File: src/rtl/brd_pkg.sv
// types and constants of the bus region decoder
package brd_pkg;

    localparam int IO_IDX_W = 9;

    localparam logic [1:0] CMD_READ  = 2'd0;
    localparam logic [1:0] CMD_WRITE = 2'd1;
    localparam logic [1:0] CMD_RAISE = 2'd2;

    localparam logic [1:0] SIZE_BYTE = 2'd0;
    localparam logic [1:0] SIZE_HALF = 2'd1;
    localparam logic [1:0] SIZE_WORD = 2'd2;

    localparam logic [3:0] TGT_NONE      = 4'd0;
    localparam logic [3:0] TGT_WRAM_BIG  = 4'd1;
    localparam logic [3:0] TGT_WRAM_FAST = 4'd2;
    localparam logic [3:0] TGT_PALETTE   = 4'd3;
    localparam logic [3:0] TGT_VIDEO     = 4'd4;
    localparam logic [3:0] TGT_SPRITE    = 4'd5;
    localparam logic [3:0] TGT_CART      = 4'd6;
    localparam logic [3:0] TGT_SAVE      = 4'd7;
    localparam logic [3:0] TGT_IO_VIDEO  = 4'd8;
    localparam logic [3:0] TGT_IO_DMA    = 4'd9;
    localparam logic [3:0] TGT_IO_TIMER  = 4'd10;
    localparam logic [3:0] TGT_IO_SOUND  = 4'd11;
    localparam logic [3:0] TGT_SND_BYTE  = 4'd12;
    localparam logic [3:0] TGT_FIFO_WORD = 4'd13;
    localparam logic [3:0] TGT_INTERNAL  = 4'd14;

    localparam logic [3:0] REG_WRAM_BIG  = 4'h2;
    localparam logic [3:0] REG_WRAM_FAST = 4'h3;
    localparam logic [3:0] REG_IO        = 4'h4;
    localparam logic [3:0] REG_PALETTE   = 4'h5;
    localparam logic [3:0] REG_VIDEO     = 4'h6;
    localparam logic [3:0] REG_SPRITE    = 4'h7;
    localparam logic [3:0] REG_CART_0    = 4'h8;
    localparam logic [3:0] REG_CART_1    = 4'h9;
    localparam logic [3:0] REG_CART_2    = 4'hA;
    localparam logic [3:0] REG_CART_3    = 4'hB;
    localparam logic [3:0] REG_CART_4    = 4'hC;
    localparam logic [3:0] REG_CART_5    = 4'hD;
    localparam logic [3:0] REG_SAVE_0    = 4'hE;
    localparam logic [3:0] REG_SAVE_1    = 4'hF;

    localparam logic [21:0] IO_PAGE      = 22'h010000;
    localparam logic [9:0]  OFF_VID_END  = 10'h040;
    localparam logic [9:0]  OFF_SND_LO   = 10'h060;
    localparam logic [9:0]  OFF_FIFO_LO  = 10'h0A0;
    localparam logic [9:0]  OFF_DMA_LO   = 10'h0B0;
    localparam logic [9:0]  OFF_DMA_END  = 10'h0E0;
    localparam logic [9:0]  OFF_TMR_LO   = 10'h100;
    localparam logic [9:0]  OFF_TMR_END  = 10'h110;
    localparam logic [9:0]  OFF_KEYS     = 10'h130;
    localparam logic [9:0]  OFF_IE       = 10'h200;
    localparam logic [9:0]  OFF_IF       = 10'h202;
    localparam logic [9:0]  OFF_WAITCNT  = 10'h204;
    localparam logic [9:0]  OFF_IME      = 10'h208;
    localparam logic [16:0] VRAM_MIRROR  = 17'h18000;
    localparam logic [16:0] VRAM_FOLD    = 17'h08000;
    localparam logic [11:0] SAVE_BASE    = 12'hE00;
    localparam logic [9:0]  KEYS_IDLE    = 10'h3FF;

    typedef enum logic [2:0] {
        PK_BYTE,
        PK_IO,
        PK_FIFO,
        PK_RAISE,
        PK_NOP
    } t_piece_kind;

    typedef struct packed {
        logic        valid;
        t_piece_kind kind;
        logic        is_store;
        logic [31:0] addr;
        logic [31:0] data;
        logic [9:0]  keys;
        logic        last;
    } t_piece;

    typedef struct packed {
        logic [3:0]  target;
        logic [27:0] offset;
        logic [1:0]  piece_size;
        logic        is_store;
        logic [31:0] store_data;
        logic [15:0] read_value;
        logic        fifo_select;
        logic        last_piece;
    } t_result;

    typedef struct packed {
        logic                set_ie;
        logic                clr_if;
        logic                raise_if;
        logic                set_wc;
        logic                set_ime;
        logic                mem_wr;
        logic                mem_rd;
        logic [15:0]         value;
        logic [IO_IDX_W-1:0] idx;
    } t_reg_op;

    function automatic logic in_io_page(input logic [31:0] a);
        return a[31:10] == IO_PAGE;
    endfunction

endpackage

File: src/rtl/brd_decode.sv
// region decode of one piece and the register operation it causes
module brd_decode #(
    parameter int IO_HALFWORDS = 512
) (
    input  brd_pkg::t_piece  i_piece,
    input  logic [15:0]      i_irq_enable,
    input  logic [15:0]      i_irq_flags,
    input  logic [15:0]      i_wait_control,
    input  logic             i_master_enable,
    output brd_pkg::t_result o_result,
    output brd_pkg::t_reg_op o_reg_op
);

    localparam logic [brd_pkg::IO_IDX_W:0] DEPTH_L = (brd_pkg::IO_IDX_W + 1)'(IO_HALFWORDS);

    logic [27:0] a;
    logic [9:0]  off;
    logic [16:0] voff;
    logic        st;
    logic        in_store;
    logic [15:0] rv;

    always_comb begin
        a        = i_piece.addr[27:0];
        off      = i_piece.addr[9:0];
        st       = i_piece.is_store;
        in_store = {1'b0, off[9:1]} < DEPTH_L;
        voff     = a[16:0];
        if (voff >= brd_pkg::VRAM_MIRROR) begin
            voff = voff - brd_pkg::VRAM_FOLD;
        end
        rv = '0;

        o_result            = '0;
        o_result.is_store   = st;
        o_result.last_piece = i_piece.last;
        o_reg_op            = '0;
        o_reg_op.value      = i_piece.data[15:0];
        o_reg_op.idx        = off[9:1];

        unique case (i_piece.kind)
            brd_pkg::PK_BYTE: begin
                o_result.piece_size = brd_pkg::SIZE_BYTE;
                case (a[27:24])
                    brd_pkg::REG_WRAM_BIG: begin
                        o_result.target = brd_pkg::TGT_WRAM_BIG;
                        o_result.offset = {10'd0, a[17:0]};
                    end
                    brd_pkg::REG_WRAM_FAST: begin
                        o_result.target = brd_pkg::TGT_WRAM_FAST;
                        o_result.offset = {13'd0, a[14:0]};
                    end
                    brd_pkg::REG_IO: begin
                        if (st && off >= brd_pkg::OFF_SND_LO && off < brd_pkg::OFF_DMA_LO) begin
                            o_result.target = brd_pkg::TGT_SND_BYTE;
                            o_result.offset = {18'd0, off};
                        end
                    end
                    brd_pkg::REG_PALETTE: begin
                        o_result.target = brd_pkg::TGT_PALETTE;
                        o_result.offset = {18'd0, off};
                    end
                    brd_pkg::REG_VIDEO: begin
                        o_result.target = brd_pkg::TGT_VIDEO;
                        o_result.offset = {11'd0, voff};
                    end
                    brd_pkg::REG_SPRITE: begin
                        o_result.target = brd_pkg::TGT_SPRITE;
                        o_result.offset = {18'd0, off};
                    end
                    brd_pkg::REG_CART_0, brd_pkg::REG_CART_1, brd_pkg::REG_CART_2,
                    brd_pkg::REG_CART_3, brd_pkg::REG_CART_4, brd_pkg::REG_CART_5: begin
                        if (!st) begin
                            o_result.target = brd_pkg::TGT_CART;
                            o_result.offset = a;
                        end
                    end
                    brd_pkg::REG_SAVE_0, brd_pkg::REG_SAVE_1: begin
                        o_result.target = brd_pkg::TGT_SAVE;
                        o_result.offset = {brd_pkg::SAVE_BASE, a[15:0]};
                    end
                    default: begin
                        o_result.target = brd_pkg::TGT_NONE;
                    end
                endcase
            end
            brd_pkg::PK_IO: begin
                o_result.piece_size = brd_pkg::SIZE_HALF;
                o_result.offset     = {18'd0, off};
                if (off < brd_pkg::OFF_VID_END) begin
                    o_result.target = brd_pkg::TGT_IO_VIDEO;
                end else if (off >= brd_pkg::OFF_DMA_LO && off < brd_pkg::OFF_DMA_END) begin
                    o_result.target = brd_pkg::TGT_IO_DMA;
                end else if (off >= brd_pkg::OFF_TMR_LO && off < brd_pkg::OFF_TMR_END) begin
                    o_result.target = brd_pkg::TGT_IO_TIMER;
                end else if (off >= brd_pkg::OFF_SND_LO && off < brd_pkg::OFF_DMA_LO) begin
                    o_result.target = brd_pkg::TGT_IO_SOUND;
                end else begin
                    o_result.target = brd_pkg::TGT_INTERNAL;
                    if (st) begin
                        o_reg_op.set_ie  = off == brd_pkg::OFF_IE;
                        o_reg_op.clr_if  = off == brd_pkg::OFF_IF;
                        o_reg_op.set_wc  = off == brd_pkg::OFF_WAITCNT;
                        o_reg_op.set_ime = off == brd_pkg::OFF_IME;
                        o_reg_op.mem_wr  = in_store;
                    end else begin
                        unique case (off)
                            brd_pkg::OFF_KEYS:    rv = {6'd0, brd_pkg::KEYS_IDLE & ~i_piece.keys};
                            brd_pkg::OFF_IE:      rv = i_irq_enable;
                            brd_pkg::OFF_IF:      rv = i_irq_flags;
                            brd_pkg::OFF_WAITCNT: rv = i_wait_control;
                            brd_pkg::OFF_IME:     rv = {15'd0, i_master_enable};
                            default:              o_reg_op.mem_rd = in_store;
                        endcase
                    end
                end
            end
            brd_pkg::PK_FIFO: begin
                o_result.target      = brd_pkg::TGT_FIFO_WORD;
                o_result.offset      = {18'd0, off};
                o_result.piece_size  = brd_pkg::SIZE_WORD;
                o_result.fifo_select = off[2];
            end
            brd_pkg::PK_RAISE: begin
                o_reg_op.raise_if = 1'b1;
            end
            default: begin
                o_result.target = brd_pkg::TGT_NONE;
            end
        endcase

        o_result.store_data = st ? i_piece.data : 32'd0;
        o_result.read_value = st ? 16'd0 : rv;
    end

endmodule

File: config.mk
export PLATFORM = sky130hd
export DESIGN_NAME = brd_decode
export DESIGN_NICKNAME = d
export VERILOG_FILES = /design/src/rtl/brd_pkg.sv /design/src/rtl/brd_decode.sv
export SDC_FILE = /design/constraint.sdc
export NUM_CORES = 1
export LEC_CHECK = 0
export ABC_AREA = 1
export BUFFER_PORTS_ARGS = -buffer_cell sky130_fd_sc_hd__clkbuf_2
export CAP_MARGIN = 20
export CORE_AREA = 5 5 93 95
export DETAILED_ROUTE_END_ITERATION = 12
export DIE_AREA = 0 0 98 100
export PLACE_DENSITY = 0.66
export SLEW_MARGIN = 20
export SYNTH_ARGS = -nofsm -noshare
export SYNTH_HDL_FRONTEND = slang
export SYNTH_SLANG_ARGS = --single-unit
File: constraint.sdc
create_clock -name vclk -period 1.3
set_clock_uncertainty 0.15 [all_clocks]
set_input_delay 0.13 -clock vclk [all_inputs]
set_output_delay 0.13 -clock vclk [all_outputs]
set_load 0.02 [all_outputs]
== Word-level counts from Yosys, hierarchy flattened ==
Index checks and enable logic that the tools add are counted.
Cells by class
  $mul: 0
  bitwise operators: 1
  magnitude comparators: 8
  reduce and logical (&&, ||, !) cells: 10
  equality and inequality tests: 22
  $add $sub $neg: 1
  mux-type cells: 35
  shift-type cells: 0
  div/mod/pow operators: 0
Operators by type and width (count)
  $pmux W28 S7: 1
  $mux W16: 6
  $pmux W30 S3: 1
  $pmux W16 S5: 1
  $mux W32: 2
  $eq A10 B10 Y1 const B: 4
  $eq A4 B4 Y1 const B: 8
  $pmux W4 S8: 1
  $mux W31: 1
  $lt A10 B8 Y1 const B: 2
  $mux W4: 5
  $ge A17 B17 Y1 const B: 1
  $mux W17: 1
  $sub A17 B16 Y17 const B: 1
  $eq A4 B3 Y1 const B: 4
  $mux W3: 5
  $mux W2: 6
  $pmux W4 S3: 1
  $eq A10 B9 Y1 const B: 1
  $ge A10 B7 Y1 const B: 1
  $ge A10 B8 Y1 const B: 1
  $ge A10 B9 Y1 const B: 1
  $lt A10 B7 Y1 const B: 1
  $lt A10 B9 Y1 const B: 1
  10 further kinds: 20
Storage, ports and cells
  output and inout bits: 117
  register bits: 0
  memories kept: 0
  latch bits: 0
  bits in read-only memories: 0
  bits of input ports: 129
  memory bits (writable): 0

== Longest topological paths before layout ==
Gate-level depths: netlist of the first run.
  depth after elaboration: 9
  mapped depth: 10

== Least setup slack after synthesis of the first run ==
No wires, ideal clock.
  path kind: input port to output port
  from: input port i_piece[48] in the netlist's numbering
  to: output port o_result[2] in the netlist's numbering
  cell stages on the path: 8
  arrival time: 1267 ps
  data required time: 1020 ps
  slack: -247 ps
  path through: nor2_2 nand2_4 nor2_1 nand2_1 inv_1 buf_4 nand2_1 a21oi_1
RTL lines
  from (decl): RTL line brd_decode.sv:5  | input brd_pkg::t_piece i_piece,
  to (decl): RTL line brd_decode.sv:10  | output brd_pkg::t_result o_result,

==> flow_metrics.py, run 1 <==
metrics = {
    "die": {
        "dieArea_um2": 9800,
        "row_count": 32,
        "die_w_um": 98,
        "die_h_um": 100,
        "pin_count": 246,
        "core_um2": 7647,
        "initial_core_util_pct": 24.48,
    },
    "timing": {
        "rsz0062_at_grt": "yes",
        "finalWorstSetupSlack_ns": -0.4865,
        "setup_viol": 53,
        "whs_ns": 0.1102,
        "relSlewSlack_pct": 67.28,
        "fmax_mhz": 559.8,
        "worstMarginPinSlew_ns": 0.4903,
        "setup_tns_ns": -15.62,
        "slew_viol_final": 0,
        "period_minus_slack_ns": 1.786,
        "hold_viol": 0,
        "fin_crit_sh_pct": 137.4,
    },
    "setup_path": {
        "endpoint": "o_result[2]",
        "crit_path_cell_trace": "clkbuf_2 > nor2_4 > nand2_2 > buf_4 > nor2_2 > nand2_1 > inv_2 > buf_12 > nand2_1 > a21oi_4 > buf_8",
        "crit_fanout": 16,
        "crit_buf_inv": 5,
        "cp.depth": 11,
        "cpPeakStageDelay_ns": 0.20,
        "cp_top_family": "buffers and inverters",
        "cp_common_cell": "nand2_1",
        "crit_path_end_kind": "primary output",
        "critPathLaunchType": "primary input",
        "critical_path.slowest_cell": "a21oi_4",
        "startpoint": "i_piece[43]",
        "required_ns": 1.02,
        "critical_path_class": "primary input to primary output",
        "arrival_ns": 1.51,
    },
    "global_routing": {
        "overflow": 0,
        "grt_use_total_pct": 21.31,
        "antenna_found_initial": 0,
        "grt_pass1_wl_mm": 17.62,
        "grt_pass1_vias": 3822,
        "grt_max_degree": 34,
    },
    "routing": {
        "ant_nets": 0,
        "drt_iter0_markers": 117,
        "post_drt_wl_per_cell_um": 15.92,
        "routed_wl_mm": 12.40,
        "routed_via_density": 4.755,
        "drcViolationCount": 0,
        "num_vias": 3704,
        "drt_first_pass_iters": 4,
    },
    "flow_run": {
        "cap_violations": 0,
    },
    "power": {
        "switching_share_pct": 54.26,
        "ir_drop_v": 0.0001993,
        "power_switching_uw": 712.4,
        "seqPwrFrac_pct": 0,
        "power.leakage_nw": 2.797,
        "p_clk_share_pct": 0,
        "p_int_uw": 600.5,
        "combPwrFrac_pct": 100.0,
        "pwr_density_cell_nw_per_um2": 265.1,
    },
    "yosys": {
        "syn_area_um2": 1872,
        "syn_area_per_cell_um2": 4.837,
        "yosysWarnings": 0,
        "synth_nets": 517,
        "synth.top_cell.area_share_pct": 20.45,
        "synth.most_common_cell": "nand2_1",
        "yosys.area.top_type": "nand2_1",
        "synth_common_cells": "nand2_1 (102), inv_1 (78), nand3_1 (55)",
        "synthTopCellsByArea": "nand2_1 (20%), inv_1 (16%), nand3_1 (15%)",
        "synthCells": 387,
        "synth-seq-area-share_pct": 0,
        "ys_types": 24,
    },
    "layout": {
        "area_delta_synth_final_pct": 164.6,
        "fin_nets": 809,
        "clock_buffers": 0,
        "drive_above_1_share_pct": 69.42,
        "seq_cells": 0,
        "antenna_cells": 0,
        "regArea_um2": 0,
    },
    "placement": {
        "place_congestion": 0.9764,
        "portBuffers": 239,
        "post-dp-hpwl_mm": 8.422,
    },
    "status": {
        "status": "finished, violations left",
        "violations": "setup timing",
    },
    "hold_path": {
        "hold_depth": 0,
        "hp-start": "i_piece[0]",
        "hp-class": "primary input to primary output",
    },
    "clocking": {
        "holdBufCountCts": 0,
    },
}
-- repair_timing --
item | 4_1_cts | 5_1_grt
cloned | 2 | 0
resized for setup | 208 | 140
pin swaps | 38 | 36
setup endpoints to repair | 56 | 54
setup buffers | 16 | 17
-- cell families (layout without fill, tap and decap cells) --
logic type	count (synthesis)	count (layout)	synth area share (%)
buffers and inverters	118	406	30.88
AND/OR/NAND/NOR	234	236	59.09
adder cells (fa/ha/maj)	1	1	0.6683
AO/OA/AOI/OAI	34	34	9.358
-- cell type report --
type,count,area [µm²]
well taps,102,127.6
multi-input cells,271,1941
repair buffers,328,2579
fillers,619,2695
inverters,78,305.3
-- per-stage QoR --
step / utilization [%] / cell area, µm² / cells / setup WS [ns] / power (mW)
3_5_place_dp: 46.40 / 3548 / 754 / -0.5016 / 0.9554
4_1_cts: 59.05 / 4516 / 768 / -0.3981 / 1.184
2_1_floorplan: - / 1987 / 387 / -0.1588 / 0.4952
5_1_grt: 64.76 / 4952 / 779 / -0.5737 / 1.399
6_report: 64.76 / 4952 / 779 / -0.4865 / 1.313
3_3_place_gp: 46.40 / 3548 / 754 / -0.4303 / 0.9404
-- layout by cell type, fill, tap and decap left out, types with 3 or more instances in the layout --
cell,instances
a21oi_1,15
a21oi_2,4
a21oi_4,6
buf_12,3
buf_4,66
buf_6,40
buf_8,30
clkbuf_16,4
clkbuf_2,174
clkbuf_8,11
inv_1,54
inv_2,19
inv_4,5
nand2_1,69
nand2_2,23
nand2_4,11
nand2_8,3
nand3_1,46
nand3_2,8
nand3_4,4
nor2_1,14
nor2_2,10
nor2_4,34
nor3_4,9
o21ai_1,3
-- metal layers --
layer	up-vias	GRT usage [%]	part of all wire, %
li1	1751	-	-
met1	1690	20.62	32
met2	214	43.93	55
met3	49	3.683	8.0
met4	0	8.520	5.1
met5	-	0	0
-- power groups by stage --
stage | Sequential (mW) | Clock (mW) | Combinational, mW
global route | 0 | 0 | 1.40
finish | 0 | 0 | 1.31
detailed placement | 0 | 0 | 0.955
global placement | 0 | 0 | 0.940
floorplan | 0 | 0 | 0.495
CTS | 0 | 0 | 1.18
-- worst min-delay path by stage --
| stage | end | slack, ns |
|---|---|---|
| after floorplan | o_reg_op[29] | 0.19 |
| after global placement | o_result[0] | 0.11 |
| after detailed placement | o_result[0] | 0.11 |
| after CTS | o_result[0] | 0.11 |
| after global routing | o_result[0] | 0.11 |
| final | o_result[0] | 0.11 |
No activity file was read; power rests on OpenSTA's default activity.
==> inputs of run 2 (changes only) <==
==> constraint.sdc (replaced) <==
create_clock -name vclk -period 1.5
set_clock_uncertainty 0.15 [all_clocks]
set_input_delay 0.15 -clock vclk [all_inputs]
set_output_delay 0.15 -clock vclk [all_outputs]
set_load 0.02 [all_outputs]
==> flow_metrics.py, run 2 (synthesis results as in run 1) <==
metrics = {
    "timing": {
        "worstMarginPinSlew_ns": 0.2942,
        "setup_viol": 37,
        "fmax_mhz": 567.1,
        "fin_crit_sh_pct": 117.5,
        "finalWorstSetupSlack_ns": -0.2632,
        "relSlewSlack_pct": 80.38,
        "setup_tns_ns": -6.124,
        "period_minus_slack_ns": 1.763,
        "slew_viol_final": 0,
        "hold_viol": 0,
        "rsz0062_at_grt": "yes",
        "whs_ns": 0.1501,
    },
    "setup_path": {
        "critical_path_class": "primary input to primary output",
        "crit_fanout": 8,
        "crit_path_end_kind": "primary output",
        "critPathLaunchType": "primary input",
        "required_ns": 1.20,
        "arrival_ns": 1.46,
    },
    "status": {
        "status": "finished, violations left",
        "violations": "setup timing",
    },
    "routing": {
        "post_drt_wl_per_cell_um": 14.43,
        "drt_iter0_markers": 141,
        "routed_wl_mm": 10.94,
        "routed_via_density": 4.598,
        "drcViolationCount": 0,
        "drt_first_pass_iters": 4,
        "ant_nets": 0,
        "num_vias": 3485,
    },
    "global_routing": {
        "overflow": 0,
        "grt_pass1_vias": 3466,
        "grt_use_total_pct": 19.37,
        "antenna_found_initial": 0,
        "grt_max_degree": 34,
        "grt_pass1_wl_mm": 16.11,
    },
    "layout": {
        "final_cell_mix": "clkbuf_2 (179), nand2_1 (84), inv_1 (71), buf_4 (62), nand3_1 (51)",
        "seq_cells": 0,
        "regArea_um2": 0,
        "drive_above_1_share_pct": 60.82,
        "clock_buffers": 0,
        "fillerInstances": 708,
        "area_delta_synth_final_pct": 130.7,
        "multi_input_area_um2": 1715,
        "fin_nets": 788,
        "final_common_cell": "clkbuf_2",
        "antenna_cells": 0,
    },
    "die": {
        "core_um2": 7647,
        "row_count": 32,
        "initial_core_util_pct": 24.48,
        "dieArea_um2": 9800,
        "pin_count": 246,
        "die_h_um": 100,
        "die_w_um": 98,
    },
    "power": {
        "ir_drop_v": 0.0001712,
        "power.leakage_nw": 2.576,
        "pwr_density_cell_nw_per_um2": 224.4,
    },
    "flow_run": {
        "cap_violations": 0,
    },
    "placement": {
        "portBuffers": 239,
        "place_congestion": 0.9250,
        "post-dp-hpwl_mm": 8.152,
    },
    "hold_path": {
        "hold_depth": 0,
        "hp-class": "primary input to primary output",
        "hp-start": "i_piece[0]",
        "min_to": "o_result[0]",
    },
}
==> run 2: worst max path at each step <==
stage / cells after the start / slack [ns] / to / from
CTS: 10 / -0.22 / o_result[14] / i_piece[49]
global placement: 9 / -0.32 / o_result[2] / i_piece[43]
finish: 9 / -0.26 / o_result[10] / i_piece[49]
global route: 10 / -0.32 / o_result[6] / i_piece[43]
detailed placement: 9 / -0.32 / o_result[3] / i_piece[50]
floorplan: 5 / -0.06 / o_result[66] / i_piece[70]
==> run 2: final cells by class <==
type | instances | share of cell area [%]
inverters | 78 | 6.781
repair buffers | 307 | 50.54
multi-input cells | 271 | 39.73
well taps | 102 | 2.956
==> run 2: what timing repair did <==
item | 4_1_cts | 5_1_grt
pin swaps | 10 | 20
resized for setup | 137 | 108
setup buffers | 4 | 8
endpoints found under the hold margin | 0 | 0
hold buffers | 0 | 0
gates cloned | 2 | 0
endpoints found under the setup margin | 50 | 55
==> run 2: report_power, final <==
part,switching [mW],leakage (nW),internal (mW)
sequential,0,0,0
combinational,0.538,2.58,0.431
clock,0,0,0
total,0.538,2.58,0.431
==> run 2: per-layer routing <==
layer	global-route usage (%)	wire, µm
met5	0	0
met4	4.686	320
met3	3.544	862
met2	40.00	5934
met1	19.77	3824
==> run 2: metrics by stage <==
step	power, mW	util [%]	std cells	setup WS (ns)	area [µm²]
floorplan	0.4031	-	387	-0.06363	1891
CTS	0.8833	52.19	751	-0.2170	3991
detailed placement	0.7776	44.22	745	-0.3247	3382
global placement	0.7684	44.22	745	-0.3216	3382
finish	0.9688	56.46	758	-0.2632	4318
global route	1.040	56.46	758	-0.3235	4318
==> run 2: critical path: stages <==
cell	delay, ns
clkbuf_16	0.13
nor2_4	0.15
nand2_4	0.11
nor3_4	0.17
nand2_2	0.11
nand3_4	0.18
nand2_8	0.14
nor2_4	0.15
clkbuf_8	0.15
