==> src/rtl/brd_pkg.sv <==
// types and constants of the bus region decoder
package brd_pkg;

    localparam int IO_IDX_W = 9;

    localparam logic [1:0] CMD_READ  = 2'd0;
    localparam logic [1:0] CMD_WRITE = 2'd1;
    localparam logic [1:0] CMD_RAISE = 2'd2;

    localparam logic [1:0] SIZE_BYTE = 2'd0;
    localparam logic [1:0] SIZE_HALF = 2'd1;
    localparam logic [1:0] SIZE_WORD = 2'd2;

    localparam logic [3:0] TGT_NONE      = 4'd0;
    localparam logic [3:0] TGT_WRAM_BIG  = 4'd1;
    localparam logic [3:0] TGT_WRAM_FAST = 4'd2;
    localparam logic [3:0] TGT_PALETTE   = 4'd3;
    localparam logic [3:0] TGT_VIDEO     = 4'd4;
    localparam logic [3:0] TGT_SPRITE    = 4'd5;
    localparam logic [3:0] TGT_CART      = 4'd6;
    localparam logic [3:0] TGT_SAVE      = 4'd7;
    localparam logic [3:0] TGT_IO_VIDEO  = 4'd8;
    localparam logic [3:0] TGT_IO_DMA    = 4'd9;
    localparam logic [3:0] TGT_IO_TIMER  = 4'd10;
    localparam logic [3:0] TGT_IO_SOUND  = 4'd11;
    localparam logic [3:0] TGT_SND_BYTE  = 4'd12;
    localparam logic [3:0] TGT_FIFO_WORD = 4'd13;
    localparam logic [3:0] TGT_INTERNAL  = 4'd14;

    localparam logic [3:0] REG_WRAM_BIG  = 4'h2;
    localparam logic [3:0] REG_WRAM_FAST = 4'h3;
    localparam logic [3:0] REG_IO        = 4'h4;
    localparam logic [3:0] REG_PALETTE   = 4'h5;
    localparam logic [3:0] REG_VIDEO     = 4'h6;
    localparam logic [3:0] REG_SPRITE    = 4'h7;
    localparam logic [3:0] REG_CART_0    = 4'h8;
    localparam logic [3:0] REG_CART_1    = 4'h9;
    localparam logic [3:0] REG_CART_2    = 4'hA;
    localparam logic [3:0] REG_CART_3    = 4'hB;
    localparam logic [3:0] REG_CART_4    = 4'hC;
    localparam logic [3:0] REG_CART_5    = 4'hD;
    localparam logic [3:0] REG_SAVE_0    = 4'hE;
    localparam logic [3:0] REG_SAVE_1    = 4'hF;

    localparam logic [21:0] IO_PAGE      = 22'h010000;
    localparam logic [9:0]  OFF_VID_END  = 10'h040;
    localparam logic [9:0]  OFF_SND_LO   = 10'h060;
    localparam logic [9:0]  OFF_FIFO_LO  = 10'h0A0;
    localparam logic [9:0]  OFF_DMA_LO   = 10'h0B0;
    localparam logic [9:0]  OFF_DMA_END  = 10'h0E0;
    localparam logic [9:0]  OFF_TMR_LO   = 10'h100;
    localparam logic [9:0]  OFF_TMR_END  = 10'h110;
    localparam logic [9:0]  OFF_KEYS     = 10'h130;
    localparam logic [9:0]  OFF_IE       = 10'h200;
    localparam logic [9:0]  OFF_IF       = 10'h202;
    localparam logic [9:0]  OFF_WAITCNT  = 10'h204;
    localparam logic [9:0]  OFF_IME      = 10'h208;
    localparam logic [16:0] VRAM_MIRROR  = 17'h18000;
    localparam logic [16:0] VRAM_FOLD    = 17'h08000;
    localparam logic [11:0] SAVE_BASE    = 12'hE00;
    localparam logic [9:0]  KEYS_IDLE    = 10'h3FF;

    typedef enum logic [2:0] {
        PK_BYTE,
        PK_IO,
        PK_FIFO,
        PK_RAISE,
        PK_NOP
    } t_piece_kind;

    typedef struct packed {
        logic        valid;
        t_piece_kind kind;
        logic        is_store;
        logic [31:0] addr;
        logic [31:0] data;
        logic [9:0]  keys;
        logic        last;
    } t_piece;

    typedef struct packed {
        logic [3:0]  target;
        logic [27:0] offset;
        logic [1:0]  piece_size;
        logic        is_store;
        logic [31:0] store_data;
        logic [15:0] read_value;
        logic        fifo_select;
        logic        last_piece;
    } t_result;

    typedef struct packed {
        logic                set_ie;
        logic                clr_if;
        logic                raise_if;
        logic                set_wc;
        logic                set_ime;
        logic                mem_wr;
        logic                mem_rd;
        logic [15:0]         value;
        logic [IO_IDX_W-1:0] idx;
    } t_reg_op;

    function automatic logic in_io_page(input logic [31:0] a);
        return a[31:10] == IO_PAGE;
    endfunction

endpackage

==> src/rtl/brd_piece_gen.sv <==
// input register and piece sequencer splitting an access into pieces
module brd_piece_gen (
    input  logic            i_clk,
    input  logic            i_rst_n,
    input  logic            i_busy,
    input  logic            i_valid,
    output logic            o_ready,
    input  logic [1:0]      i_command,
    input  logic [1:0]      i_access_size,
    input  logic [31:0]     i_address,
    input  logic [31:0]     i_write_data,
    input  logic [9:0]      i_buttons,
    input  logic            i_advance,
    output brd_pkg::t_piece o_piece
);

    logic        r_valid;
    logic [1:0]  r_cmd;
    logic [1:0]  r_size;
    logic [31:0] r_addr;
    logic [31:0] r_data;
    logic [9:0]  r_keys;
    logic        r_half;
    logic        r_byte;

    logic        accept;
    logic        st;
    logic        wide;
    logic        use_hi;
    logic        half_last;
    logic [9:0]  off;
    logic [31:0] half_base;
    logic [15:0] half_data;

    always_comb begin
        st        = r_cmd == brd_pkg::CMD_WRITE;
        wide      = r_size != brd_pkg::SIZE_HALF;
        use_hi    = wide && r_half;
        off       = r_addr[9:0];
        half_base = use_hi ? (r_addr + 32'd2) : r_addr;
        half_base[0] = 1'b0;
        half_data = use_hi ? r_data[31:16] : r_data[15:0];
        half_last = 1'b0;

        o_piece          = '0;
        o_piece.valid    = r_valid;
        o_piece.is_store = st;
        o_piece.keys     = r_keys;
        o_piece.kind     = brd_pkg::PK_NOP;
        o_piece.last     = 1'b1;

        if (r_cmd == brd_pkg::CMD_RAISE) begin
            o_piece.kind = brd_pkg::PK_RAISE;
            o_piece.data = r_data;
        end else if (r_cmd != brd_pkg::CMD_READ && !st) begin
            o_piece.kind = brd_pkg::PK_NOP;
        end else if (r_size == brd_pkg::SIZE_BYTE) begin
            o_piece.kind = brd_pkg::PK_BYTE;
            o_piece.addr = r_addr;
            o_piece.data = {24'd0, r_data[7:0]};
        end else if (wide && st && r_addr[1:0] == 2'b00 && brd_pkg::in_io_page(r_addr)
                     && off >= brd_pkg::OFF_FIFO_LO && off < brd_pkg::OFF_DMA_LO) begin
            o_piece.kind = brd_pkg::PK_FIFO;
            o_piece.addr = r_addr;
            o_piece.data = r_data;
        end else begin
            if (brd_pkg::in_io_page(half_base)) begin
                o_piece.kind = brd_pkg::PK_IO;
                o_piece.addr = half_base;
                o_piece.data = {16'd0, half_data};
                half_last    = 1'b1;
            end else begin
                o_piece.kind = brd_pkg::PK_BYTE;
                o_piece.addr = {half_base[31:1], r_byte};
                o_piece.data = {24'd0, r_byte ? half_data[15:8] : half_data[7:0]};
                half_last    = r_byte;
            end
            o_piece.last = half_last && (!wide || r_half);
        end
    end

    assign o_ready = !i_busy && (!r_valid || (i_advance && o_piece.last));
    assign accept  = i_valid && o_ready;

    always_ff @(posedge i_clk) begin
        if (!i_rst_n) begin
            r_valid <= 1'b0;
            r_half  <= 1'b0;
            r_byte  <= 1'b0;
        end else if (accept) begin
            r_valid <= 1'b1;
            r_half  <= 1'b0;
            r_byte  <= 1'b0;
        end else if (i_advance) begin
            if (o_piece.last) begin
                r_valid <= 1'b0;
            end else if (half_last) begin
                r_half <= 1'b1;
                r_byte <= 1'b0;
            end else begin
                r_byte <= 1'b1;
            end
        end
    end

    always_ff @(posedge i_clk) begin
        if (accept) begin
            r_cmd  <= i_command;
            r_size <= i_access_size;
            r_addr <= i_address;
            r_data <= i_write_data;
            r_keys <= i_buttons;
        end
    end

endmodule

==> config.mk <==
export PLATFORM = sky130hd
export DESIGN_NAME = brd_piece_gen
export DESIGN_NICKNAME = d
export VERILOG_FILES = /design/src/rtl/brd_pkg.sv /design/src/rtl/brd_piece_gen.sv
export SDC_FILE = /design/constraint.sdc
export NUM_CORES = 1
export LEC_CHECK = 0
export CAP_MARGIN = 10
export CORE_MARGIN = 2
export CORE_UTILIZATION = 50
export DETAILED_ROUTE_END_ITERATION = 6
export DONT_BUFFER_PORTS = 1
export GPL_TIMING_DRIVEN = 0
export PLACE_DENSITY_LB_ADDON = 0.2
export REMOVE_ABC_BUFFERS = 1
export SLEW_MARGIN = 20
export SYNTH_ARGS = -nofsm -noshare
export SYNTH_HDL_FRONTEND = slang
export SYNTH_SLANG_ARGS = --single-unit
==> constraint.sdc <==
create_clock -name i_clk -period 8.6 [get_ports i_clk]
set_clock_uncertainty 0.05 [all_clocks]
set_input_delay 0.86 -clock i_clk [delete_from_list [all_inputs] [get_ports i_clk]]
set_output_delay 0.86 -clock i_clk [all_outputs]
set_load 0.05 [all_outputs]
# After elaboration in Yosys (flattened, before gate mapping)
# Index checks and enable logic that the tools add are counted.
# word_totals
input_bits	83
out_inout_bits	81
reg_bits	81
elab_cells	75
# classes
n_reduce_logical	26
eq_ne	5
bitwise_logic	2
addsub	1
n_lt_le_gt_ge	2
mux	31
# ops
op	count
$mux W64	3
$mux W32	3
$eq A22 B17 Y1 const B	2
$mux W33	1
$add A32 B2 Y32 const B	1
$mux W1	18
$mux W16	1
$logic_and A1 B1 Y1	11
$ge A10 B8 Y1 const B	1
$lt A10 B8 Y1 const B	1
$mux W8	1
$mux W3	2
$reduce_bool A2 Y1	3
$logic_not A1 Y1	4
$logic_not A2 Y1	2
$mux W2	2
$reduce_and A2 Y1	2
$reduce_and A3 Y1	1
$eq A2 B1 Y1 const B	1
$eq A2 B2 Y1 const B	1
$logic_or A1 B1 Y1	2
$ne A2 B1 Y1 const B	1
$not A1 Y1	2
$reduce_or A2 Y1	1

# Logic depth before layout (Yosys ltp)
# Gate-level depths: netlist of the first run.
# logic_depth
word_depth	21
mapped_depth	12
ltp_nobuf	9

# Worst setup path before layout of the first run
# Ideal clock, no wire load.
# synth_timing
path_type	reg2reg
start	register r_addr[1]
end	register r_addr[0] (enable)
setup_slack_ps	2106
setup_time_ps	515
arrival_ps	5929
stages_incl_launch_ff	12
n_path_buf	2
cell_sequence	edfxtp_1 > ha_1 > and4_1 > nand4_1 > buf_2 > nor4_1 > xnor2_1 > nand4_1 > or4b_4 > buf_6 > o221a_4 > nor2_1
# synth_via
elab_chain_cells	17
word_cells_on_any_way	24
# synth_lines
element	line	source
from (decl)	brd_piece_gen.sv:20	logic [31:0] r_addr;
from (signal assigned)	brd_piece_gen.sv:110	r_addr <= i_address;
$add A32 B2 Y32	brd_piece_gen.sv:40	half_base = use_hi ? (r_addr + 32'd2) : r_addr;
$mux W32	brd_piece_gen.sv:40	
$eq A22 B17 Y1	brd_pkg.sv:105	return a[31:10] == IO_PAGE;
$mux W1	brd_piece_gen.sv:67	if (brd_pkg::in_io_page(half_base)) begin
$mux W1	brd_piece_gen.sv:61	end else if (wide && st && r_addr[1:0] == 2'b00 && brd_pkg::in_io_page(r_addr)
$mux W1	brd_piece_gen.sv:57	end else if (r_size == brd_pkg::SIZE_BYTE) begin
$mux W1	brd_piece_gen.sv:55	end else if (r_cmd != brd_pkg::CMD_READ && !st) begin
$mux W1	brd_piece_gen.sv:52	if (r_cmd == brd_pkg::CMD_RAISE) begin
(+2 left out)	-	
$mux W1 (*)	brd_piece_gen.sv:57	
$mux W1 (*)	brd_piece_gen.sv:55	
$mux W1 (*)	brd_piece_gen.sv:52	
$logic_and A1 B1 Y1 (*)	brd_piece_gen.sv:82	assign o_ready = !i_busy && (!r_valid || (i_advance && o_piece.last));
$logic_or A1 B1 Y1 (*)	brd_piece_gen.sv:82	
$logic_and A1 B1 Y1 (*)	brd_piece_gen.sv:82	
$logic_and A1 B1 Y1 (*)	brd_piece_gen.sv:83	assign accept = i_valid && o_ready;
named net accept	brd_piece_gen.sv:26	logic accept;
# Mark *: on every way through the listed nets, which the timed path passes. The rest lies on a longest branch. The select of a mux whose other input is x is not followed.
# A chain may end at the register's enable or synchronous reset.

==> impl_metrics.csv, run 1 <==
group,metric,value,unit
outcome,status,"complete, no violations",
setup_path,setup.worst_path.end,"o_ready",
synthesis,ys_warn_count,0,
cells_and_area,syn2layout_area_growth,6.61,%
drt,wl_met1,4700,microns
setup_path,worstSetupStartpoint,"r_cmd[1]",
place,gp_congestion,0.903,
drt,route.detailed.drc,0,
drt,wl_per_cell,21.2,microns
clock_network,cts_hold_buf,0,
setup_path,r2r_setup_slack,3.89,ns
drt,dr_wl_met2,5540,microns
timing,fmax,180,MHz
clock_network,clkLatencyLatePin,0.37,ns
setup_path,timing.rr.start,"r_cmd[1]",
global_routing,grt_overflow,0,
drt,drtPass1Iterations,5,
timing,relSlewSlack,25.8,%
clock_network,clk_pin_slew,0.09,ns
global_routing,track_usage,22.3,%
floorplanning,rows,35,
flow_run,maxCapViolCount,0,
drt,viasPerCell,6.26,
timing,tightest_slew,1.12,ns
floorplanning,die_x,101,microns
global_routing,grt_pass1_vias,3265,
drt,detail-route-antenna-nets,0,
pwr,peakVddDrop,144,uV
setup_path,crit_type,"register to output port",
global_routing,grt_max_degree,38,
cells_and_area,final_nets,512,
setup_path,critPathMaxFanout,26,
pwr,p_total,0.000871,W
timing,rsz0062_at_grt,"false",
cells_and_area,diodes,0,
cells_and_area,drive_gt1_share,9.93,%
clock_network,clock_sinks,81,
clock_network,postCtsSetupBuffers,0,
synthesis,seq_area_frac_synth,51.0,%
timing,fin_ws,3.04,ns
clock_network,cts_made_buffers,9,
drt,drt_iter0_drc,225,
floorplanning,core-area,9200,sq um
drt,dr_wl_met3,954,microns
clock_network,cts_resized,0,
timing,slew_violations,0,
pwr,p_leak,1.76,nW
global_routing,grt_antenna_before_repair,1,
cells_and_area,utilization,54.7,%
global_routing,grt_pass1_wl,17200,microns
synthesis,synth.cell_area,4710,sq um
place,hpwl,8360,microns
setup_path,r2r-end,"r_data[25]",
clock_network,htreeDepth,3,
floorplanning,die_h,101,microns
drt,dr_total_vias,3405,
floorplanning,start_util,51.3,%
timing,setup_viol,0,
timing,post-route-min-period,5.56,ns
place,portBuffers,0,
worst_hold_path,hold_class,"input port to register",
timing,hold_viol_final,0,
setup_path,reg2reg_depth,10,
synthesis,synth_edf_count,78,
synthesis,async_flop_share,0,%
clock_network,clockBufferDepth,2,
setup_path,cp.arrival,4.65,ns
pwr,p_per_area,173,nW/um^2
drt,wl,11500,microns
cells_and_area,layout_commonest_cell,"edfxtp_1",
drt,top_layer,"met4",
synthesis,netlist_instances,442,
synthesis,ys_ff_latch,81,
setup_path,cp_data_required_time,7.69,ns
setup_path,worstSetupStartpointType,"register",
setup_path,worstSetupEndpointType,"output port",
synthesis,synth_flop_cell,"edfxtp_1",
floorplanning,dieArea,10200,sq um
timing,fin_crit_sh,64.6,%
place,dpl_worst_slack,2.92,ns
clock_network,cts_tree,"done",
synthesis,synth.avg_cell_area,10.7,sq um
cells_and_area,final_cell_mix,"78 x edfxtp_1, 55 x nor2_1, 42 x nand2_1",
synthesis,yosysUniqueCellTypes,52,
floorplanning,io-pin-count,164,
clock_network,clock-root-buffer,"clkbuf_8",
==> worst min path at each step <==
stage	from	end	slack (ns)	cells past startpoint
after global routing	i_write_data[2]	r_data[2]	0.50	0
after global placement	r_half	r_half	0.66	3
final	i_address[31]	r_addr[31]	0.53	0
after CTS	i_command[1]	r_cmd[1]	0.51	0
after detailed placement	r_half	r_half	0.64	3
after floorplan	r_byte	r_half	0.59	3
==> where the power goes <==
group	leakage (nW)	internal (W)	switching (W)	total [W]
clock network	0.0971	0.000135	0.000144	0.000279
logic	0.910	0.0000255	0.0000865	0.000112
registers	0.753	0.000454	0.0000260	0.000480
total	1.76	0.000614	0.000256	0.000871
==> synthesized netlist by cell type, types with 2 or more instances <==
cell type | count | area share (%)
a21o_1 | 8 | 1.3
a21oi_1 | 6 | 0.64
a31oi_1 | 3 | 0.40
a32o_1 | 8 | 1.7
and2_1 | 18 | 2.4
and3_1 | 6 | 0.80
and4_1 | 8 | 1.5
buf_2 | 9 | 0.96
buf_4 | 5 | 0.80
buf_6 | 2 | 0.48
clkbuf_1 | 14 | 1.1
dfxtp_1 | 3 | 1.3
edfxtp_1 | 78 | 50
inv_1 | 4 | 0.32
mux2i_1 | 19 | 4.0
nand2_1 | 43 | 3.4
nand2b_1 | 6 | 0.80
nand3_1 | 8 | 0.85
nand4_1 | 21 | 2.8
nor2_1 | 56 | 4.5
nor2b_1 | 3 | 0.40
nor3_1 | 10 | 1.1
nor4_1 | 8 | 1.1
o211a_1 | 2 | 0.42
o21ai_0 | 8 | 0.85
o31ai_1 | 5 | 0.80
o31ai_2 | 6 | 1.6
or2_2 | 2 | 0.27
or3_1 | 13 | 1.7
xnor2_1 | 23 | 4.3
xor2_1 | 16 | 3.0
==> worst max-delay path, cell delays in order, from the launching register on <==
cell	delay, ns
edfxtp_1	0.58
buf_8	0.25
nor2b_1	0.84
nand3_1	0.24
nor4_2	0.55
nand2b_1	0.66
a21oi_1	0.15
o221a_4	0.33
nor2_1	0.68
==> sequential cells by signal, summed over array words and instances (netlist names) <==
name / cells
r_half: 1
r_size: 2
r_data: 32
r_byte: 1
r_cmd: 2
r_keys: 10
r_valid: 1
r_addr: 32
==> cell families (layout without fill, tap and decap cells) <==
group / count (synthesis) / count (layout) / share of synthesized area, %
simple gates: 213 / 213 / 24.3
compound gates: 54 / 54 / 9.50
xor+xnor: 39 / 39 / 7.25
fa+ha+maj: 1 / 1 / 0.265
mux: 19 / 19 / 4.03
flops: 81 / 81 / 51.0
buf+inv: 35 / 26 / 3.74
==> stage by stage <==
stage	std cells	hold slack, ns	TNS (ns)	area, sq um
4_1_cts	543	0.513	0	5000
2_1_floorplan	411	0.593	0	4550
3_3_place_gp	522	0.657	-37.96	4690
5_1_grt	544	0.505	0	5030
6_report	544	0.531	0	5030
3_5_place_dp	527	0.644	0	4810
==> metal layers <==
layer | up-vias | global-route usage [%]
met3 | 24 | 8.25
met4 | 0 | 9.67
li1 | 1606 | -
met5 | - | 0
met2 | 151 | 35.3
met1 | 1624 | 27.5
==> final cells by class <==
class,count,area [sq um]
sequential,81,2400
timing repair buffer,6,109
tap,111,139
clock inverter,6,65.1
multi-input combinational,326,2170
fill,803,4170
clock buffer,10,128
inverter,4,15.0
(Power assumes the default switching activity.)
==> run 2, diff against run 1 <==
- ABC_AREA: default -> 1
- clock period: 8.6 -> 4.6 ns (I/O delays scaled with it)
==> impl_metrics.csv, run 2 <==
group,metric,value,unit
cells_and_area,drive_gt1_share,18.0,%
drt,drt_iter0_drc,222,
global_routing,grt_pass1_vias,3834,
clock_network,clockBufferDepth,2,
drt,detail-route-antenna-nets,0,
setup_path,r2r_setup_slack,0.54,ns
floorplanning,start_util,50.8,%
place,dp.cells,703,
timing,fin_ws,0.229,ns
worst_hold_path,hp-start,"i_write_data[29]",
cells_and_area,top_regs,"r_addr: 32 flops, r_data: 32 flops, r_keys: 10 flops",
floorplanning,core-area,9640,sq um
drt,wl,12700,microns
pwr,p_sw,0.000533,W
clock_network,htreeDepth,3,
place,portBuffers,0,
cells_and_area,final_cell_mix,"120 x nand2_1, 87 x inv_1, 78 x edfxtp_1",
setup_path,worstSetupStartpointType,"register",
synthesis,synth_flop_cell,"edfxtp_1",
global_routing,busiest_layer,"met2",
global_routing,grt_max_degree,43,
global_routing,grt_use_met2,40.6,%
synthesis,synth_edf_count,78,
timing,setup_viol,0,
synthesis,ys_ff_latch,81,
cells_and_area,layout_commonest_cell,"nand2_1",
timing,relSlewSlack,21.2,%
synthesis,yosysUniqueCellTypes,39,
setup_path,cp_top_family,"simple AND/OR/NAND/NOR gates",
cells_and_area,final_area,5370,sq um
timing,rsz0062_at_grt,"false",
synthesis,synth_most_common_cell,"nand2_1",
synthesis,ys_warn_count,0,
drt,wl_per_cell,17.6,microns
setup_path,path_cells,"nor4_1 -> nand3_1 -> nor4_1 -> nand3_1 -> nand3b_1 -> nand2_2 -> inv_1 -> nor2_2",
clock_network,clock_sinks,81,
global_routing,grtUsageMet1,29.1,%
clock_network,clk_pin_slew,0.09,ns
cells_and_area,stdcell_count,724,
pwr,peakVddDrop,302,uV
timing,fin_crit_sh,95.0,%
cells_and_area,fill_cells,905,
setup_path,crit_type,"register to output port",
floorplanning,die_x,103,microns
global_routing,track_usage,24.2,%
pwr,p_per_area,314,nW/um^2
timing,tightest_slew,1.19,ns
setup_path,cp.arrival,3.86,ns
global_routing,grt_overflow,0,
setup_path,crit_slowest_cell,"nor2_2",
timing,slew_violations,0,
clock_network,cts_made_buffers,9,
synthesis,synth.avg_cell_area,8.34,sq um
drt,viasPerCell,5.54,
setup_path,timing.rr.start,"r_addr[4]",
clock_network,clock-root-buffer,"clkbuf_8",
drt,dr_total_vias,4011,
synthesis,synth_top_area_share,47.9,%
setup_path,cp_slowest_stage_delay,0.61,ns
drt,route.detailed.drc,0,
pwr,intPower,0.00116,W
drt,drtPass1Iterations,5,
synthesis,synth.cell_area,4890,sq um
pwr,sequentialPowerShare,52.6,%
global_routing,grt_use_met3,7.05,%
setup_path,cp_data_required_time,4.09,ns
outcome,status,"complete, no violations",
place,placed_cell_area,5050,sq um
pwr,combPwrFrac,15.2,%
timing,post-route-min-period,4.37,ns
floorplanning,rows,36,
pwr,clkPwrFrac,32.2,%
timing,finalSetupTns,0,ns
global_routing,grt_pass1_wl,19200,microns
synthesis,seq_area_frac_synth,49.1,%
setup_path,cp_num_buf_inv,1,
floorplanning,dieArea,10600,sq um
pwr,power_switching_share,31.6,%
flow_run,maxCapViolCount,0,
global_routing,grt_antenna_before_repair,3,
place,hpwl,9470,microns
setup_path,critPathMaxFanout,16,
clock_network,clkLatencyLatePin,0.37,ns
floorplanning,io-pin-count,164,
pwr,p_total,0.00169,W
worst_hold_path,hold_class,"input port to register",
setup_path,worstSetupStartpoint,"r_addr[4]",
timing,hold_viol_final,0,
synthesis,synth_top_area_cell,"edfxtp_1",
setup_path,worstSetupEndpointType,"output port",
synthesis,async_flop_share,0,%
clock_network,cts_tree,"done",
timing,fmax,229,MHz
place,dpl_worst_slack,-1.56,ns
cells_and_area,final_nets,668,
synthesis,synthTopCellsByCount,"122 x nand2_1, 88 x inv_1, 78 x edfxtp_1",
pwr,p_leak,2.17,nW
synthesis,netlist_instances,587,
cells_and_area,syn2layout_area_growth,9.82,%
synthesis,synthTopCellsByArea,"edfxtp_1 48%, nand2_1 9.4%, inv_1 6.8%, nor2_1 4.6%, o21ai_0 4.0%",
place,gp_congestion,0.933,
floorplanning,die_h,103,microns
## run 2: changes by cell type in the layout (fill, tap and decap cells not counted), moves of 19 or more
cell	before	now
nand3_1	8	28
mux2i_1	19	0
xnor2_1	23	0
nor2_2	0	25
inv_1	4	87
nand2_1	42	120
o21ai_0	6	39
## run 2: power by group through the flow
| stage | combinational, W | sequential [W] | clock [W] |
|---|---|---|---|
| final | 0.000256 | 0.000888 | 0.000543 |
| after global routing | 0.000276 | 0.000892 | 0.000578 |
| after CTS | 0.000252 | 0.000890 | 0.000558 |
| after detailed placement | 0.000246 | 0.000907 | 0 |
| after global placement | 0.000237 | 0.000908 | 0 |
| after floorplan | 0.000208 | 0.000899 | 0 |
## run 2: final cells by class
| type | instances | area (sq um) | area share [%] |
|---|---|---|---|
| Antenna cell | 2 | 5.00 | 0.0931 |
| Clock buffer | 9 | 124 | 2.31 |
| Clock inverter | 7 | 83.8 | 1.56 |
| Inverter | 97 | 372 | 6.92 |
| Multi-Input combinational cell | 391 | 2180 | 40.5 |
| Sequential cell | 81 | 2400 | 44.7 |
| Tap cell | 133 | 166 | 3.10 |
| Timing Repair Buffer | 4 | 42.5 | 0.792 |
## run 2: layer usage
metal,routed length (microns),part of all wire [%]
met1,5150,41
met2,6220,49
met3,1050,8.3
met4,277,2.2
met5,16,0.13
## run 2: worst reg2reg max path: stages (launching register included)
cell,delay (ns)
edfxtp_1,0.48
nor4_1,0.55
nand3_1,0.19
nor4_1,0.30
nand3_1,0.21
nand2_4,0.34
nor2_1,0.30
nand2_2,0.35
nand2_1,0.11
nand2_2,0.10
nand3_2,0.10
inv_4,0.35
buf_12,0.30
## run 2: path summary, 6_finish.rpt
| check | to | depth (start not counted) |
|---|---|---|
| max reg2reg | r_addr[30] | 12 |
| min reg2reg | r_byte | 2 |
| max | o_piece[36] | 8 |
| min | r_data[29] | 0 |
## run 2: cell families after synthesis
family,synth area share [%]
and+or+nand+nor,27.7
buffers and inverters,9.26
AOI/OAI and AO/OA,13.3
DFF,49.1
xor gates and xnor gates,0.358
adders and majority gates,0.256
## run 2: through the flow
stage | utilization, % | hold WS [ns]
2_1_floorplan | - | 0.489
3_3_place_gp | 51.6 | 0.508
3_5_place_dp | 52.4 | 0.509
4_1_cts | 55.4 | 0.114
5_1_grt | 55.8 | 0.112
6_report | 55.8 | 0.130
## run 2: what timing repair did
action	4_1_cts	5_1_grt
gates cloned	0	0
endpoints found under the setup margin	143	3
hold buffers	0	0
gates resized for setup	29	1
buffers inserted	0	3
==> run 3, diff against run 2 <==
- GPL_TIMING_DRIVEN: 0 -> default
==> impl_metrics.csv, run 3 (synthesis results as in run 2) <==
group,metric,value,unit
cells_and_area,final_cell_mix,"122 x nand2_1, 87 x inv_1, 78 x edfxtp_1",
place,portBuffers,0,
drt,wl_per_cell,17.6,microns
pwr,clkPwrFrac,31.3,%
floorplanning,io-pin-count,164,
worst_hold_path,holdPathStages,0,
worst_hold_path,hold_class,"input port to register",
setup_path,cp_data_required_time,4.09,ns
drt,dr_total_vias,4268,
place,gp_congestion,0.919,
timing,rsz0062_at_grt,"false",
clock_network,cts_tree,"done",
drt,drt_iter0_drc,235,
setup_path,critPathMaxFanout,34,
drt,wl,13800,microns
outcome,status,"complete, no violations",
timing,post-route-min-period,3.79,ns
floorplanning,rows,36,
timing,fmax,264,MHz
setup_path,cp.arrival,3.28,ns
clock_network,cts_made_buffers,9,
pwr,p_sw,0.000523,W
setup_path,crit_type,"register to output port",
timing,finalSetupTns,0,ns
timing,fin_crit_sh,82.3,%
pwr,intPower,0.00122,W
global_routing,grt_pass1_wl,20700,microns
cells_and_area,layout_commonest_cell,"nand2_1",
clock_network,clkLatencyLatePin,0.35,ns
pwr,combPwrFrac,17.7,%
setup_path,cp_num_buf_inv,2,
clock_network,clockBufferDepth,2,
floorplanning,start_util,50.8,%
pwr,peakVddDrop,275,uV
flow_run,maxCapViolCount,0,
clock_network,cts_hold_buf,0,
setup_path,path_cells,"nand2_4 -> nand2_4 -> nor2_4 -> nand2_2 -> nor2_4 -> nand2_1 -> nand2_1 -> nand2_1 -> nor2_1 -> nand2_1 -> nor2_4 -> nand3_4 -> nand2_2 -> nand2_1 -> nand2_2 -> nand2_1 -> nand2_2 -> inv_1 -> nor2_1 -> buf_4",
drt,route.detailed.drc,0,
cells_and_area,diodes,0,
timing,relSlewSlack,37.7,%
cells_and_area,top_regs,"r_addr: 32 flops, r_data: 32 flops, r_keys: 10 flops",
global_routing,grt_overflow,0,
drt,viasPerCell,5.46,
setup_path,worstSetupStartpointType,"register",
cells_and_area,drive_gt1_share,21.5,%
cells_and_area,fill_cells,883,
floorplanning,die_x,103,microns
global_routing,track_usage,26.3,%
floorplanning,core-area,9640,sq um
floorplanning,die_h,103,microns
timing,fin_ws,0.815,ns
timing,slew_violations,0,
pwr,power_switching_share,30.0,%
clock_network,htreeDepth,3,
drt,drtPass1Iterations,6,
global_routing,grt_antenna_before_repair,1,
setup_path,crit_top_cell,"nand2_1",
clock_network,cts_resized,0,
pwr,sequentialPowerShare,50.9,%
clock_network,postCtsSetupBuffers,0,
global_routing,grt_max_degree,37,
place,dpl_worst_slack,0.919,ns
global_routing,grt_pass1_vias,3980,
drt,detail-route-antenna-nets,0,
setup_path,reg2reg_depth,20,
clock_network,clock_sinks,81,
pwr,p_leak,2.50,nW
cells_and_area,final_nets,727,
setup_path,cp_top_family,"simple AND/OR/NAND/NOR gates",
timing,setup_viol,0,
clock_network,clock-root-buffer,"clkbuf_8",
floorplanning,dieArea,10600,sq um
timing,hold_viol_final,0,
place,hpwl,10600,microns
setup_path,worstSetupEndpointType,"output port",
setup_path,cp.depth,20,
timing,tightest_slew,0.933,ns
cells_and_area,syn2layout_area_growth,19.6,%
clock_network,clk_pin_slew,0.09,ns
setup_path,crit_slowest_cell,"edfxtp_1",
pwr,p_per_area,298,nW/um^2
setup_path,cp_slowest_stage_delay,0.48,ns
==> run 3: cell types whose count changed in the layout (fill, tap and decap cells not counted), sizes merged <==
cell | previous run | this run
diode | 2 | 0
clkbuf | 9 | 11
clkinvlp | 0 | 2
inv | 99 | 95
buf | 4 | 63
==> run 3: through the flow <==
stage	cell area (sq um)	hold WS (ns)	util, %	instances	power, W
2_1_floorplan	4800	0.489	-	569	0.00111
3_3_place_gp	5640	0.509	58.5	765	0.00121
3_5_place_dp	5640	0.509	58.5	765	0.00121
4_1_cts	5850	0.131	60.7	781	0.00176
5_1_grt	5850	0.122	60.7	781	0.00181
6_report	5850	0.149	60.7	781	0.00174
==> run 3: final cells by class <==
class                   instances  area [sq um]  area share (%)
clock buffers                  11           151            2.59
clock inverters                 5          62.6            1.07
inverters                      97           364            6.22
multi-input cells             391          2090            35.8
flip-flops and latches         81          2400            41.1
well taps                     133           166            2.84
repair buffers                 63           611            10.4
==> run 3: power by group through the flow <==
stage          Sequential, W  Clock [W]  Combinational (W)
2_1_floorplan       0.000899          0           0.000208
3_3_place_gp        0.000903          0           0.000307
3_5_place_dp        0.000904          0           0.000310
4_1_cts             0.000887   0.000559           0.000311
5_1_grt             0.000892   0.000581           0.000333
6_report            0.000888   0.000546           0.000309
==> run 3: final timing paths <==
kind | start | to | slack, ns
max reg2reg | r_size[0] | r_keys[8] | 0.94
min | i_address[8] | r_addr[8] | 0.15
min reg2reg | r_byte | r_byte | 0.53
max | r_size[0] | o_ready | 0.81
==> run 3: per-layer routing <==
| layer | share of wire, % | vias to the layer above | track usage, % |
|---|---|---|---|
| li1 | - | 2085 | - |
| met4 | 1.2 | 2 | 6.48 |
| met3 | 9.3 | 16 | 8.20 |
| met1 | 39 | 1961 | 32.8 |
| met5 | 0.080 | - | 0 |
| met2 | 50 | 204 | 44.6 |
